===== src/rtl/gopa_pkg.sv =====
// Shared types, codes and constants of the gradient outer-product accumulator.
package gopa_pkg;

    localparam int MAX_SRC_DEF = 64;
    localparam int MAX_DST_DEF = 64;

    localparam int IDX_W   = 6;
    localparam int VAL_W   = 16;
    localparam int SUM_W   = 17;
    localparam int PROD_W  = 33;
    localparam int ACC_W   = 40;
    localparam int CNT7_W  = 7;
    localparam int SEL_W   = 4;
    localparam int APB_AW  = 4;
    localparam int APB_DW  = 32;

    localparam logic [1:0] REQ_LOAD = 2'd0;
    localparam logic [1:0] REQ_ACC  = 2'd1;
    localparam logic [1:0] REQ_READ = 2'd2;

    localparam logic [1:0] REG_SRC_COUNT  = 2'd0;
    localparam logic [1:0] REG_DST_COUNT  = 2'd1;
    localparam logic [1:0] REG_OMIT_EN    = 2'd2;
    localparam logic [1:0] REG_OMIT_SEL   = 2'd3;

    localparam logic [CNT7_W-1:0] SRC_COUNT_RST = 7'd64;
    localparam logic [CNT7_W-1:0] DST_COUNT_RST = 7'd64;

    typedef struct packed {
        logic [CNT7_W-1:0] src_count;
        logic [CNT7_W-1:0] dst_count;
        logic              omit_enable;
        logic [SEL_W-1:0]  omit_bit_select;
    } cfg_t;

endpackage


===== src/rtl/gopa_apb_regs.sv =====
// APB configuration register file of the gradient accumulator.
module gopa_apb_regs (
    input  logic                            clk,
    input  logic                            rst_n,
    input  logic                            psel,
    input  logic                            penable,
    input  logic                            pwrite,
    input  logic [gopa_pkg::APB_AW-1:0]     paddr,
    input  logic [gopa_pkg::APB_DW-1:0]     pwdata,
    output logic [gopa_pkg::APB_DW-1:0]     prdata,
    output logic                            pready,
    output gopa_pkg::cfg_t                  cfg
);

    gopa_pkg::cfg_t cfg_reg;
    logic           wr_en;

    assign pready = 1'b1;
    assign wr_en  = psel && penable && pwrite;
    assign cfg    = cfg_reg;

    always_ff @(posedge clk or negedge rst_n)
    begin
        if (!rst_n)
        begin
            cfg_reg.src_count       <= gopa_pkg::SRC_COUNT_RST;
            cfg_reg.dst_count       <= gopa_pkg::DST_COUNT_RST;
            cfg_reg.omit_enable     <= 1'b0;
            cfg_reg.omit_bit_select <= '0;
        end
        else if (wr_en)
        begin
            unique case (paddr[3:2])
                gopa_pkg::REG_SRC_COUNT: cfg_reg.src_count <= pwdata[gopa_pkg::CNT7_W-1:0];
                gopa_pkg::REG_DST_COUNT: cfg_reg.dst_count <= pwdata[gopa_pkg::CNT7_W-1:0];
                gopa_pkg::REG_OMIT_EN:   cfg_reg.omit_enable <= pwdata[0];
                gopa_pkg::REG_OMIT_SEL:
                    cfg_reg.omit_bit_select <= pwdata[gopa_pkg::SEL_W-1:0];
                default: ;
            endcase
        end
    end

    always_comb
    begin
        unique case (paddr[3:2])
            gopa_pkg::REG_SRC_COUNT: prdata = gopa_pkg::APB_DW'(cfg_reg.src_count);
            gopa_pkg::REG_DST_COUNT: prdata = gopa_pkg::APB_DW'(cfg_reg.dst_count);
            gopa_pkg::REG_OMIT_EN:   prdata = gopa_pkg::APB_DW'(cfg_reg.omit_enable);
            gopa_pkg::REG_OMIT_SEL:  prdata = gopa_pkg::APB_DW'(cfg_reg.omit_bit_select);
            default:                 prdata = '0;
        endcase
    end

endmodule


===== config.mk =====
export PLATFORM = sky130hd
export DESIGN_NAME = gopa_apb_regs
export DESIGN_NICKNAME = d
export VERILOG_FILES = /design/src/rtl/gopa_pkg.sv /design/src/rtl/gopa_apb_regs.sv
export SDC_FILE = /design/constraint.sdc
export NUM_CORES = 1
export LEC_CHECK = 0
export ABC_AREA = 1
export ABC_CLOCK_PERIOD_IN_PS = 900
export CAP_MARGIN = 20
export CORE_MARGIN = 4
export CORE_UTILIZATION = 55
export DETAILED_ROUTE_END_ITERATION = 10
export DONT_BUFFER_PORTS = 1
export PLACE_DENSITY = 0.73
export SLEW_MARGIN = 0
export SYNTH_ARGS = -nofsm -noshare
export SYNTH_HDL_FRONTEND = slang
export SYNTH_SLANG_ARGS = --single-unit

===== constraint.sdc =====
create_clock -name clk -period 0.9 [get_ports clk]
set_clock_uncertainty 0.1 [all_clocks]
set_input_delay 0.225 -clock clk [delete_from_list [all_inputs] [get_ports clk]]
set_output_delay 0.225 -clock clk [all_outputs]
set_load 0.02 [all_outputs]

==> results of run 1 <==
## cell type report
type | instances | area, µm²
Sequential cell | 19 | 499
Clock inverter | 1 | 5.00
Fill cell | 126 | 317
Clock buffer | 3 | 22.5
Multi-Input combinational cell | 124 | 698
Tap cell | 27 | 33.8
Timing Repair Buffer | 31 | 343
Inverter | 5 | 23.8
## kinds of logic after synthesis
| family | count (synthesis) | synth area share, % |
|---|---|---|
| and+or+nand+nor | 98 | 37.7 |
| buffers and inverters | 31 | 19.1 |
| DFF | 19 | 42.6 |
| other | 2 | 0.669 |
## what timing repair did
item                                    CTS  global route
endpoints found under the setup margin   30            56
setup buffers                             2             0
endpoints found under the hold margin    38             1
gates resized for setup                  37            25
pin swaps                                13            11
gates cloned                              0             0
## worst max path at each step
| stage | end | cells past startpoint | slack, ps |
|---|---|---|---|
| 6_report | prdata[0] | 2 | -490 |
| 5_1_grt | prdata[0] | 2 | -510 |
| 4_1_cts | prdata[0] | 2 | -470 |
| 3_5_place_dp | prdata[0] | 2 | -140 |
| 3_3_place_gp | prdata[0] | 2 | -120 |
| 2_1_floorplan | prdata[6] | 2 | -190 |
## worst reg2reg max path, cell delays in order (launching register included)
cell                      delay, ps
sky130_fd_sc_hd__dfrtp_2        430
sky130_fd_sc_hd__buf_4          140
sky130_fd_sc_hd__buf_6          120
sky130_fd_sc_hd__nand2_2         50
sky130_fd_sc_hd__nand2_1         40
## metal layers
| layer | track usage [%] | up-vias |
|---|---|---|
| li1 | - | 471 |
| met1 | 25.0 | 485 |
| met2 | 38.2 | 48 |
| met3 | 5.63 | 6 |
| met4 | 14.9 | 0 |
| met5 | 0 | - |
## report_power, final
part           internal [mW]  total, mW  switching [mW]
Combinational          0.572       1.37           0.800
Sequential              1.07       1.23           0.161
Clock                  0.166      0.440           0.274
Total                   1.81       3.04            1.23
## synthesized netlist by cell type (2+ instances only)
cell type	number	area, µm²
sky130_fd_sc_hd__nand2_1	81	304
sky130_fd_sc_hd__inv_1	3	11.3
sky130_fd_sc_hd__conb_1	2	7.51
sky130_fd_sc_hd__nand3_1	8	40.0
sky130_fd_sc_hd__inv_2	2	7.51
sky130_fd_sc_hd__dfstp_2	2	52.6
sky130_fd_sc_hd__nor2_4	4	45.0
sky130_fd_sc_hd__dfrtp_1	17	425
sky130_fd_sc_hd__buf_4	26	195
## cells in the final DEF (no fill, tap or decap), drive strengths merged
cell type / instances
inv: 5
clkbuf: 3
clkinv: 1
dlymetal6s4s: 1
dfrtp: 17
nand2: 83
dfstp: 2
nand3: 8
conb: 26
dlygate4sd3: 7
nor2: 6
nand4: 1
buf: 23
## through the flow
stage          instance area [µm²]  cells  total power, mW
3_3_place_gp                  1290    196             2.18
6_report                      1630    210             3.04
5_1_grt                       1630    210             3.19
3_5_place_dp                  1290    196             2.20
4_1_cts                       1550    210             2.92
2_1_floorplan                 1280    174             1.92
==> metrics.cfg, run 1 <==
[die]
floorplan.initialDensity_pct=57.8
placement_rows=16
die_width_um=53.2
design.die.area_um2=2830
core_um2=1940
io_count=93
die_h_um=53.2

[cts]
clkSinkCount=19
tritoncts_clock_tree=done
clkLatencyLatePin_ps=300
cts_htree_levels=1
hold_buffers=8
clk_path_buf_depth=2
cts-buffers-inserted=3
cts_root_buf=sky130_fd_sc_hd__clkbuf_4
worst_setup_hold_path_clk_slew_ps=110

[final_layout]
number_of_flip_flops_under_the_largest_register_name=19
p_r_area_growth_vs_syn_pct=44.8
antenna_cells_inserted=0
share_of_layout_cells_above_drive_strength_1_pct=52.5
nNetsFinal=225
fin_util_pct=83.7

[grt]
grt_pass1_wl_um=4370
grt_antenna_before_repair=0
vias_in_the_first_global_route=969
grt_start_max_net_pins=20
globalRoute.totalOverflow=0
globalRouteTotalUtil_pct=22.7

[worst_setup_path]
timing.critical_path.required_ps=570
reg2reg_setup_slack_ps=-80
ff2ff_path_depth=4
critical-path-slowest-cell=sky130_fd_sc_hd__dfrtp_2
setup.worst_path.start=cfg[5]
worst_path_largest_cell_delay_ps=440
timing_worst_setup_path_type=reg -> out
r2r_start=cfg[4]
cp_max_fo=2
crit_chain=nand3_2, nand4_1
cp.arrival_ps=1060
critical_path.reg2reg.endpoint=cfg[4]
top_family_by_delay_on_critical_path=flip-flops
critical_path.n_buffers_inverters=0
critPathCaptureType=output pin
critical_path.startpoint_type=register

[detailed_routing]
wire_length_per_cell_um=14.7
route.vias.total=1010
top_signal_layer_used=met4
met2WireLength_um=1630
detail_route_met3_wl_um=267
route.detailed.drc=0
met1_wirelength_um=1100
detail_route.iter0.violations=23
drt-pass1-iter-count=4
detail_route.wirelength_um=3090
routed_via_density=4.81
ant_nets=0

[timing]
timing.hold.ws_ps=-12.1
totalNegativeSetupSlack_ps=-9140
fin_crit_sh_pct=154
slew_of_the_pin_with_the_lowest_slew_margin_ps=862
relSlewSlack_pct=42.5
final_slew_viol_count=0
unrepaired_setup_endpoints_after_global_routing=true
finalSetupViolCount=30
timing.fmax_mhz=722
finalCriticalPeriod_ps=1390
timing.final.hold_violations=18
layout_setup_ws_ps=-485

[power_and_ir_drop]
p_leak_nw=0.821
cellPowerDensity_nw_per_um2=1870
vdd_drop_max_uv=1400

[synth]
ys_async_sr_fraction_pct=100
synthCells=150
synthFlopType=sky130_fd_sc_hd__dfrtp_1
yosysSeqAreaShare_pct=42.6
netlist-cell-type-count=14
synth_seq_cells=19
synth.avg_cell_area_um2=7.48
yosysWarningCount=0
synth_enable_flop_cells=0
mappedNetlistArea_um2=1120

[place]
dp.final_hpwl_um=1940
placement.setup.worst_slack_ps=-138
buffer_ports.inserted=0
routabilityCongestion=0.788

[outcome]
run_status=finished with violations
violations=negative hold slack, negative setup slack

[worst_hold_path]
min_path_type=in -> async

[run]
drv.max_cap_violation_count=0

No activity file was read; power rests on OpenSTA's default activity.
==> run 2, diff against run 1 <==
--- a/config.mk
+++ b/config.mk
@@ -8,11 +8,13 @@
 export ABC_AREA = 1
 export ABC_CLOCK_PERIOD_IN_PS = 900
 export CAP_MARGIN = 20
+export CELL_PAD_IN_SITES_DETAIL_PLACEMENT = 0
+export CELL_PAD_IN_SITES_GLOBAL_PLACEMENT = 1
 export CORE_MARGIN = 4
-export CORE_UTILIZATION = 55
+export CORE_UTILIZATION = 35
 export DETAILED_ROUTE_END_ITERATION = 10
 export DONT_BUFFER_PORTS = 1
-export PLACE_DENSITY = 0.73
+export PLACE_DENSITY = 0.72
 export SLEW_MARGIN = 0
 export SYNTH_ARGS = -nofsm -noshare
 export SYNTH_HDL_FRONTEND = slang
==> metrics.cfg, run 2 (same netlist as run 1, synthesis figures left out) <==
[worst_setup_path]
critical_path.startpoint_type=register  ; unchanged
crit_chain=nand2_1, nand4_1, buf_4  ; was nand3_2, nand4_1
worst_path_largest_cell_delay_ps=420  ; was 440 ps
critPathCaptureType=output pin  ; unchanged
ff2ff_path_depth=4  ; unchanged
timing_worst_setup_path_type=reg -> out  ; unchanged
critical-path-slowest-cell=sky130_fd_sc_hd__dfrtp_2  ; unchanged
timing.critical_path.required_ps=570  ; about the same
r2r_start=cfg[12]  ; was cfg[4]
cp.arrival_ps=1050  ; was 1060 ps
reg2reg_setup_slack_ps=-80  ; about the same
critical_path.reg2reg.endpoint=cfg[12]  ; was cfg[4]
top_family_by_delay_on_critical_path=flip-flops  ; unchanged
setup.worst_path.start=cfg[12]  ; was cfg[5]
critical_path.n_buffers_inverters=1  ; was 0
cp_max_fo=2  ; unchanged

[cts]
cts-buffers-inserted=3  ; unchanged
clkSinkCount=19  ; unchanged
cts_root_buf=sky130_fd_sc_hd__clkbuf_4  ; unchanged
hold_buffers=8  ; unchanged
tritoncts_clock_tree=done  ; unchanged
clkLatencyLatePin_ps=300  ; about the same
cts_htree_levels=1  ; unchanged
worst_setup_hold_path_clk_slew_ps=110  ; about the same
clk_path_buf_depth=2  ; unchanged

[die]
core_um2=3050  ; was 1940 µm²
io_count=93  ; unchanged
floorplan.initialDensity_pct=36.8  ; was 57.8%
placement_rows=20  ; was 16
design.die.area_um2=4180  ; was 2830 µm²
die_width_um=64.6  ; was 53.2 µm
die_h_um=64.6  ; was 53.2 µm

[final_layout]
number_of_flip_flops_under_the_largest_register_name=19  ; unchanged
p_r_area_growth_vs_syn_pct=42.8  ; was 44.8%
share_of_layout_cells_above_drive_strength_1_pct=51.1  ; was 52.5%
final_cell_mix=sky130_fd_sc_hd__nand2_1 (50), sky130_fd_sc_hd__nand2_2 (28), sky130_fd_sc_hd__conb_1 (26), sky130_fd_sc_hd__buf_6 (19), sky130_fd_sc_hd__dfrtp_2 (17)  ; was sky130_fd_sc_hd__nand2_1 (47), sky130_fd_sc_hd__nand2_2 (27), sky130_fd_sc_hd__conb_1 (26), sky130_fd_sc_hd__buf_6 (20), sky130_fd_sc_hd__dfrtp_2 (17)
num-fill-cells=301  ; was 126
nNetsFinal=224  ; was 225
mostFrequentLayoutCell=sky130_fd_sc_hd__nand2_1  ; unchanged
antenna_cells_inserted=0  ; unchanged
final_area_um2=1600  ; was 1630 µm²

[power_and_ir_drop]
power_switching_mw=1.19  ; was 1.23 mW
proportion_of_total_power_due_to_net_switching_pct=39.9  ; was 40.6%
power_mw=2.97  ; was 3.04 mW
vdd_drop_max_uv=563  ; was 1400 µV
cellPowerDensity_nw_per_um2=1850  ; was 1870 nW/µm²
pwr-share-comb_pct=43.9  ; was 45.1%
sequentialPowerShare_pct=41.2  ; was 40.5%
pwr-share-clk_pct=14.9  ; was 14.5%
p_int_mw=1.78  ; was 1.81 mW
p_leak_nw=0.811  ; was 0.821 nW

[timing]
finalCriticalPeriod_ps=1380  ; was 1390 ps
timing.hold.ws_ps=-238  ; was -12.1 ps
unrepaired_setup_endpoints_after_global_routing=true  ; unchanged
timing.final.hold_violations=18  ; unchanged
timing.fmax_mhz=727  ; was 722 MHz
layout_setup_ws_ps=-476  ; was -485 ps
fin_crit_sh_pct=153  ; was 154%
totalNegativeSetupSlack_ps=-8670  ; was -9140 ps
finalSetupViolCount=29  ; was 30
final_slew_viol_count=0  ; unchanged

[grt]
globalRouteTotalUtil_pct=14.4  ; was 22.7%
grt_util_met3_pct=3.81  ; was 5.63%
grt-busiest-layer=met2  ; unchanged
vias_in_the_first_global_route=924  ; was 969
globalRoute.totalOverflow=0  ; unchanged
grt_antenna_before_repair=0  ; unchanged
grt_pass1_wl_um=4550  ; was 4370 µm
grt_start_max_net_pins=20  ; unchanged
gr-usage-met2_pct=27.7  ; was 38.2%
global_route.usage.met1_pct=14.5  ; was 25.0%

[place]
buffer_ports.inserted=0  ; unchanged
routabilityCongestion=0.758  ; was 0.788
placed_cell_area_um2=1310  ; was 1290 µm²
dp.final_hpwl_um=2070  ; was 1940 µm
placement.setup.worst_slack_ps=-139  ; was -138 ps

[detailed_routing]
route.detailed.drc=0  ; unchanged
route.vias.total=943  ; was 1010
wire_length_per_cell_um=12.7  ; was 14.7 µm
routed_via_density=4.17  ; was 4.81
detail_route.wirelength_um=2860  ; was 3090 µm
ant_nets=0  ; unchanged
detail_route.iter0.violations=23  ; unchanged
drt-pass1-iter-count=4  ; unchanged

[outcome]
run_status=finished with violations  ; unchanged
violations=negative hold slack, negative setup slack  ; unchanged

[worst_hold_path]
min_path_type=in -> async  ; unchanged

[run]
drv.max_cap_violation_count=0  ; unchanged

==> run 2: changes by cell type in the layout (fill, tap and decap cells not counted) <==
cell                            previous run  this run
sky130_fd_sc_hd__nand2_2                  27        28
sky130_fd_sc_hd__nand2_4                   9         5
sky130_fd_sc_hd__dlygate4sd3_1             7         6
sky130_fd_sc_hd__nand2_1                  47        50
sky130_fd_sc_hd__clkbuf_2                  0         1
sky130_fd_sc_hd__buf_6                    20        19
==> run 2: worst max path at each step <==
stage | slack, ps | cells past startpoint | end
4_1_cts | -490 | 3 | prdata[0]
3_3_place_gp | -140 | 3 | prdata[0]
5_1_grt | -550 | 3 | prdata[0]
3_5_place_dp | -140 | 3 | prdata[0]
2_1_floorplan | -190 | 2 | prdata[6]
6_report | -480 | 3 | prdata[0]
==> run 2: repair_timing <==
action	CTS	global route
buffers inserted	1	0
resized for setup	39	18
pin swaps	14	5
hold endpoints to repair	38	17
setup endpoints to repair	29	56
==> run 2: area by class of cell <==
cell class | instances | area, µm² | share of cell area, %
multi-input cells | 124 | 671 | 41.8
flip-flops and latches | 19 | 499 | 31.1
repair buffers | 30 | 327 | 20.4
well taps | 44 | 55.1 | 3.43
inverters | 5 | 23.8 | 1.48
clock buffers | 3 | 22.5 | 1.41
clock inverters | 1 | 5.00 | 0.312
==> run 2: power by group through the flow <==
stage          combinational [mW]  sequential, mW  clock [mW]
2_1_floorplan               0.488            1.43           0
3_3_place_gp                 1.02            1.17           0
3_5_place_dp                 1.03            1.18           0
4_1_cts                      1.25            1.22       0.460
5_1_grt                      1.40            1.25       0.517
6_report                     1.30            1.22       0.443
==> run 2: metal layers <==
layer	wire, µm	up-vias
li1	-	469
met1	1030	433
met2	1560	37
met3	228	4
met4	38	0
met5	0	-
==> run 2: through the flow <==
stage	cells	util, %	hold WS (ps)
after floorplan	174	-	-171
after global placement	213	42.9	-170
after detailed placement	213	42.9	-170
after CTS	226	51.3	-8.16
after global routing	226	52.5	-232
final	226	52.5	-238
